<file path="config.mk">
export PLATFORM = sky130hd
export DESIGN_NAME = xml_entity_unescape
export DESIGN_NICKNAME = d
export VERILOG_FILES = /design/src/sv/xeu_pkg.sv /design/src/sv/xml_entity_unescape.sv
export SDC_FILE = /design/constraint.sdc
export NUM_CORES = 1
export LEC_CHECK = 0
export BUFFER_PORTS_ARGS = -buffer_cell sky130_fd_sc_hd__clkbuf_2
export CAP_MARGIN = 15
export CORE_UTILIZATION = 55
export CTS_CLUSTER_SIZE = 16
export DETAILED_ROUTE_END_ITERATION = 6
export PLACE_DENSITY = 0.74
export SLEW_MARGIN = 20
export SYNTH_ARGS = -nofsm -noshare
export SYNTH_HDL_FRONTEND = slang
export SYNTH_SLANG_ARGS = --single-unit
</file>
<file path="constraint.sdc">
create_clock -name clk -period 4.15 [get_ports clk]
set_input_delay 0.83 -clock clk [delete_from_list [all_inputs] [get_ports clk]]
set_output_delay 0.83 -clock clk [all_outputs]
set_load 0.005 [all_outputs]
</file>
<file path="src/sv/xeu_pkg.sv">
`timescale 1ns / 1ps

package xeu_pkg;

  // character codes used by the entity decoder
  localparam logic [7:0] CHAR_AMP    = 8'h26;  // '&'
  localparam logic [7:0] CHAR_SEMI   = 8'h3B;  // ';'
  localparam logic [7:0] CHAR_HASH   = 8'h23;  // '#'
  localparam logic [7:0] CHAR_LOW_X  = 8'h78;  // 'x'
  localparam logic [7:0] CHAR_LOW_G  = 8'h67;  // 'g'
  localparam logic [7:0] CHAR_LOW_L  = 8'h6C;  // 'l'
  localparam logic [7:0] CHAR_LOW_T  = 8'h74;  // 't'
  localparam logic [7:0] CHAR_LOW_A  = 8'h61;  // 'a'
  localparam logic [7:0] CHAR_LOW_M  = 8'h6D;  // 'm'
  localparam logic [7:0] CHAR_LOW_P  = 8'h70;  // 'p'
  localparam logic [7:0] CHAR_ZERO   = 8'h30;  // '0'
  localparam logic [7:0] CHAR_NINE   = 8'h39;  // '9'
  localparam logic [7:0] CHAR_GT     = 8'h3E;  // '>'
  localparam logic [7:0] CHAR_LT     = 8'h3C;  // '<'

  // entity name store
  localparam int unsigned NAME_CHARS = 3;
  localparam int unsigned LEN_MAX    = 4;
  localparam int unsigned LEN_W      = 3;

endpackage

</file>
<file path="src/sv/xml_entity_unescape.sv">
`timescale 1ns / 1ps
// an accepted input transaction that produces a result is registered in the output register
// throughput: one byte per cycle while in_stall is low; in_stall rises only while a held result is stalled
// bytes that open or extend an entity produce no result and only update the entity state
// reset: synchronous active-low rst_n returns to text mode and empties the output register
// the entity name, length and decimal value are cleared on reset and the digit flag is set
module xml_entity_unescape (
  input  logic       clk,
  input  logic       rst_n,
  input  logic       in_valid,
  output logic       in_stall,
  input  logic [7:0] in_byte,
  input  logic       in_last,
  output logic       out_valid,
  input  logic       out_stall,
  output logic [7:0] out_char,
  output logic       out_error,
  output logic       out_last
);

  typedef enum logic [1:0] {
    MODE_TEXT    = 2'd0,
    MODE_ENTITY  = 2'd1,
    MODE_DISCARD = 2'd2
  } mode_t;

  mode_t                      mode_r, mode_nxt;
  logic [8*xeu_pkg::NAME_CHARS-1:0] chars_r, chars_nxt;
  logic [xeu_pkg::LEN_W-1:0]  len_r, len_nxt;
  logic [7:0]                 code_r, code_nxt;
  logic                       digits_r, digits_nxt;

  logic       out_valid_r, out_valid_nxt;
  logic [7:0] out_char_r, out_char_nxt;
  logic       out_error_r, out_error_nxt;
  logic       out_last_r, out_last_nxt;

  logic       in_acc;
  logic       emit;
  logic [7:0] emit_char;
  logic       emit_err;

  // entity state after appending the current byte
  logic [8*xeu_pkg::NAME_CHARS-1:0] app_chars;
  logic [xeu_pkg::LEN_W-1:0]  app_len;
  logic [7:0]                 app_code;
  logic                       app_digits;
  logic                       is_digit;
  logic [7:0]                 c0, c1, c2;
  logic                       res_ok;
  logic [7:0]                 res_char;

  // accept whenever the output register is free or draining
  assign in_stall = out_valid_r && out_stall;
  assign in_acc   = in_valid && !in_stall;

  // append one name character
  always_comb begin
    is_digit   = in_byte inside {[xeu_pkg::CHAR_ZERO:xeu_pkg::CHAR_NINE]};
    app_chars  = chars_r;
    app_len    = len_r;
    app_code   = code_r;
    app_digits = digits_r;
    if (len_r != '0 && digits_r) begin
      if (is_digit) begin
        app_code = (code_r << 3) + (code_r << 1) + (in_byte - xeu_pkg::CHAR_ZERO);
      end else begin
        app_digits = 1'b0;
      end
    end
    case (len_r)
      3'd0:    app_chars[7:0]   = in_byte;
      3'd1:    app_chars[15:8]  = in_byte;
      3'd2:    app_chars[23:16] = in_byte;
      default: app_chars        = chars_r;
    endcase
    if (len_r < xeu_pkg::LEN_W'(xeu_pkg::LEN_MAX)) begin
      app_len = len_r + 1'b1;
    end
  end

  // resolve the name: after the append unless the byte is the terminating semicolon
  always_comb begin
    logic [8*xeu_pkg::NAME_CHARS-1:0] nm;
    logic [xeu_pkg::LEN_W-1:0]        ln;
    logic [7:0]                       cv;
    nm = (in_byte == xeu_pkg::CHAR_SEMI) ? chars_r : app_chars;
    ln = (in_byte == xeu_pkg::CHAR_SEMI) ? len_r   : app_len;
    cv = (in_byte == xeu_pkg::CHAR_SEMI) ? code_r  : app_code;
    c0 = nm[7:0];
    c1 = nm[15:8];
    c2 = nm[23:16];
    res_ok   = 1'b0;
    res_char = 8'd0;
    if (ln == 3'd2 && c0 == xeu_pkg::CHAR_LOW_G && c1 == xeu_pkg::CHAR_LOW_T) begin
      res_ok   = 1'b1;
      res_char = xeu_pkg::CHAR_GT;
    end else if (ln == 3'd2 && c0 == xeu_pkg::CHAR_LOW_L && c1 == xeu_pkg::CHAR_LOW_T) begin
      res_ok   = 1'b1;
      res_char = xeu_pkg::CHAR_LT;
    end else if (ln == 3'd3 && c0 == xeu_pkg::CHAR_LOW_A && c1 == xeu_pkg::CHAR_LOW_M
                 && c2 == xeu_pkg::CHAR_LOW_P) begin
      res_ok   = 1'b1;
      res_char = xeu_pkg::CHAR_AMP;
    end else if (ln != '0 && c0 == xeu_pkg::CHAR_HASH
                 && (ln == 3'd1 || c1 != xeu_pkg::CHAR_LOW_X)) begin
      res_ok   = 1'b1;
      res_char = cv;
    end
  end

  // mode transitions and result selection
  always_comb begin
    mode_nxt   = mode_r;
    chars_nxt  = chars_r;
    len_nxt    = len_r;
    code_nxt   = code_r;
    digits_nxt = digits_r;
    emit       = 1'b0;
    emit_char  = 8'd0;
    emit_err   = 1'b0;
    case (mode_r)
      MODE_ENTITY: begin
        if (in_byte != xeu_pkg::CHAR_SEMI) begin
          chars_nxt  = app_chars;
          len_nxt    = app_len;
          code_nxt   = app_code;
          digits_nxt = app_digits;
        end
        if (in_byte == xeu_pkg::CHAR_SEMI || in_last) begin
          emit = 1'b1;
          if (res_ok) begin
            mode_nxt  = MODE_TEXT;
            emit_char = res_char;
          end else begin
            mode_nxt = in_last ? MODE_TEXT : MODE_DISCARD;
            emit_err = 1'b1;
          end
        end
      end
      MODE_DISCARD: begin
        if (in_last) begin
          mode_nxt = MODE_TEXT;
          emit     = 1'b1;
          emit_err = 1'b1;
        end
      end
      default: begin
        mode_nxt = MODE_TEXT;
        if (in_byte == xeu_pkg::CHAR_AMP) begin
          chars_nxt  = '0;
          len_nxt    = '0;
          code_nxt   = '0;
          digits_nxt = 1'b1;
          if (in_last) begin
            emit     = 1'b1;
            emit_err = 1'b1;
          end else begin
            mode_nxt = MODE_ENTITY;
          end
        end else begin
          emit      = 1'b1;
          emit_char = in_byte;
        end
      end
    endcase
  end

  // output register
  always_comb begin
    out_valid_nxt = out_valid_r && out_stall;
    out_char_nxt  = out_char_r;
    out_error_nxt = out_error_r;
    out_last_nxt  = out_last_r;
    if (in_acc && emit) begin
      out_valid_nxt = 1'b1;
      out_char_nxt  = emit_char;
      out_error_nxt = emit_err;
      out_last_nxt  = in_last;
    end
  end

  always_ff @(posedge clk) begin
    if (!rst_n) begin
      mode_r      <= MODE_TEXT;
      chars_r     <= '0;
      len_r       <= '0;
      code_r      <= '0;
      digits_r    <= 1'b1;
      out_valid_r <= 1'b0;
    end else begin
      if (in_acc) begin
        mode_r   <= mode_nxt;
        chars_r  <= chars_nxt;
        len_r    <= len_nxt;
        code_r   <= code_nxt;
        digits_r <= digits_nxt;
      end
      out_valid_r <= out_valid_nxt;
    end
  end

  // result payload, no reset needed
  always_ff @(posedge clk) begin
    out_char_r  <= out_char_nxt;
    out_error_r <= out_error_nxt;
    out_last_r  <= out_last_nxt;
  end

  assign out_valid = out_valid_r;
  assign out_char  = out_char_r;
  assign out_error = out_error_r;
  assign out_last  = out_last_r;

endmodule

</file>
==> flow_summary.ini <==
[outcome]
run_status = complete, no violations

[sta]
rsz_0062_raised_after_global_routing = no
finalClockSkew_ns = 0.00740
slew_of_the_pin_with_the_lowest_slew_margin_ns = 0.672
slew_violations = 0
timing.final.crit_share = 0.800
final_hold_viol_count = 0
timing.final.crit_period_ns = 3.32
slew_headroom = 0.552
setup-violations-final = 0
achievable-frequency_mhz = 301
timing.setup.tns_ns = 0

[job]
max_cap_violations = 0

[route]
routed_wirelength_um = 8710
route.vias.total = 2979
post_drt_via_cell_ratio = 6.41
routed_wire_length_per_instance_um = 18.7
drc_marker_count_from_the_first_detailed_route_iteration = 416
detail-route-antenna-nets = 0
detailedRoute.firstPassIterationCount = 5
drt_drc_violations_left = 0

[global_route]
antenna_found_initial = 0
grt_first_pass_wirelength_um = 14200
overall_fraction_of_global_route_tracks_in_use = 0.288
grt.overflow.total = 0
grt_pass1_vias = 2784
grt_max_degree = 43

[placed_design]
place.gp.congestion = 0.882
place.port_buffers = 24
numPlacedInstances = 457
dp.final_hpwl_um = 6170

[power_and_ir_drop]
worst_ir_drop_vdd_v = 0.000230
power.density_nw_per_um2 = 257
p_leak_uw = 0.00131

[floorplanning]
fp.dieArea_um2 = 6420
chipHeight_um = 80.2
floorplan.rows = 28
top_level_ports = 25
floorplan.core_area_um2 = 5920
start_util = 0.567
chipWidth_um = 80.2

[clock_network]
cts_inserted_buffers = 5
clock_sinks = 49
clk_root_buffer_cell = sky130_fd_sc_hd__clkbuf_8
ctsHoldBuffers = 0
tritoncts = done
cts-resized-gates = 0
cts_max_level = 2
worst_skew_pair.late_latency_ns = 0.31
cts_post_setup_buffers_inserted = 0
worst_setup_hold_path_clk_slew_ns = 0.09
cts.path.max_buffers = 2

[worst_setup_path]
worst-endpoint-required_ns = 4.21
cpLargestDelayFamily = adder cells
critical-path-slowest-cell = sky130_fd_sc_hd__fa_1
timing.critical_path.slowest_cell_delay_ns = 0.51
crit_path_cell_trace = clkbuf_2, inv_1, ha_1, inv_1, fa_1, fa_1, a21o_1, a21oi_1, xnor3_1, nor2_1, a21oi_1, o21ai_1
worstPathArrival_ns = 3.39
criticalPathCategory = in -> reg
worst_setup_path_end_kind = flop
crit_buf_inv = 3
crit_path_max_fanout = 7
worstSetupStartpointType = primary input

[yosys]
synth_area_um2 = 3360
yosysTopAreaCellShare = 0.232
synth_nets = 408
syn-mean-instance-area_um2 = 9.01
ys_warn_count = 0
cell_taking_the_most_area_after_synthesis = sky130_fd_sc_hd__dfxtp_1
synthFlopType = sky130_fd_sc_hd__dfxtp_1
postSynthRegisterBits = 49
async_reset_ff_frac = 0
synth_top_cells_by_count = 39 x sky130_fd_sc_hd__dfxtp_1, 37 x sky130_fd_sc_hd__nor2b_1, 28 x sky130_fd_sc_hd__a32oi_1
number_of_synthesized_flops_with_an_enable_pin = 10
synth.yosys.seq_area_share = 0.322
netlist_instances = 373
synthDistinctLibCells = 61
most_repeated_cell_in_the_gate_level_netlist_after_synthesis = sky130_fd_sc_hd__dfxtp_1
ys_top_cells_by_area = sky130_fd_sc_hd__dfxtp_1 23%, sky130_fd_sc_hd__edfxtp_1 8.9%, sky130_fd_sc_hd__a32oi_1 7.3%, sky130_fd_sc_hd__nor2b_1 6.9%, sky130_fd_sc_hd__ha_1 6.3%

[finish]
drive_gt1_frac = 0.133
nets = 424
layout-area-overhead-vs-synth_pct = 7.82
final.fill_count = 512
area_occupied_by_registers_um2 = 1080
antenna-diode-count = 0
fin_cells = 465
multi_input_area_um2 = 2090

[worst_hold_path]
worstHoldPathType = reg -> reg
-- flip-flops by register name (all words and copies together) (netlist names) --
signal,cells
out_char,8
len_r,3
out_valid,1
out_last,1
code_r,8
out_error,1
mode_r,2
chars_r,24
digits_r,1
-- where the power goes --
| part | leakage [uW] | internal [uW] | switching, uW |
|---|---|---|---|
| Sequential | 0.000412 | 493 | 2.46 |
| Clock | 0.0000556 | 172 | 172 |
| Combinational | 0.000840 | 37.1 | 53.7 |
-- layout make-up --
type / instances / share of cell area
Clock inverter: 1 / 0.00207
Tap cell: 75 / 0.0259
Inverter: 22 / 0.0228
Sequential cell: 49 / 0.298
Timing Repair Buffer: 29 / 0.0435
Multi-Input combinational cell: 282 / 0.578
Clock buffer: 7 / 0.0297
-- kinds of logic after synthesis --
kind of cell               share of synthesized area
DFF                                            0.322
adders and majority gates                     0.0931
xor gates and xnor gates                      0.0197
buffers and inverters                         0.0555
AOI/OAI and AO/OA                              0.216
and+or+nand+nor                                0.260
muxes                                         0.0335
-- placed cells by master (no fill, tap or decap), types with 5 or more instances in the layout --
master / n
sky130_fd_sc_hd__a21oi_1: 18
sky130_fd_sc_hd__nand2_1: 22
sky130_fd_sc_hd__inv_1: 21
sky130_fd_sc_hd__nor3b_1: 6
sky130_fd_sc_hd__o21ai_0: 6
sky130_fd_sc_hd__a22oi_1: 6
sky130_fd_sc_hd__edfxtp_1: 10
sky130_fd_sc_hd__ha_1: 17
sky130_fd_sc_hd__nor3_1: 8
sky130_fd_sc_hd__nor2b_1: 37
sky130_fd_sc_hd__dfxtp_1: 39
sky130_fd_sc_hd__nand2b_1: 9
sky130_fd_sc_hd__clkbuf_2: 24
sky130_fd_sc_hd__nand3_1: 7
sky130_fd_sc_hd__or4_1: 5
sky130_fd_sc_hd__fa_1: 5
sky130_fd_sc_hd__buf_4: 5
sky130_fd_sc_hd__clkbuf_8: 6
sky130_fd_sc_hd__nor2_1: 19
sky130_fd_sc_hd__a32oi_1: 28
sky130_fd_sc_hd__mux2i_1: 9
sky130_fd_sc_hd__o21ai_1: 9
-- metal layers --
metal	track usage	vias to the layer above	part of all wire
li1	-	1421	-
met1	0.380	1394	0.43
met2	0.462	144	0.47
met4	0.111	0	0.025
met5	0	-	0
met3	0.0568	20	0.079
-- final timing paths --
kind                                    end       start  cells past startpoint  slack [ns]
worst min register to register    code_r[5]   code_r[5]                      2        0.48
worst max register to register  out_char[7]   code_r[0]                     12        1.04
worst min-delay path              code_r[5]   code_r[5]                      2        0.48
worst max-delay path            out_char[7]  in_byte[4]                     12        0.83
-- worst min-delay path, delay by kind of cell (launching register included) --
family / cells / cell delay, ns
compound gates: 1 / 0.05
flops: 1 / 0.33
simple gates: 1 / 0.06
-- through the flow --
stage | util | worst slack, ns | cell area (um^2) | hold slack (ns) | total power [uW]
2_1_floorplan | - | 0.647 | 3360 | 0.444 | 562
3_3_place_gp | 0.592 | 0.647 | 3510 | 0.456 | 593
3_5_place_dp | 0.592 | 0.516 | 3510 | 0.474 | 596
4_1_cts | 0.612 | 0.856 | 3620 | 0.487 | 931
5_1_grt | 0.612 | 0.724 | 3620 | 0.504 | 965
6_report | 0.612 | 0.829 | 3620 | 0.485 | 930
Note: power is estimated with default switching activity, not from simulation.
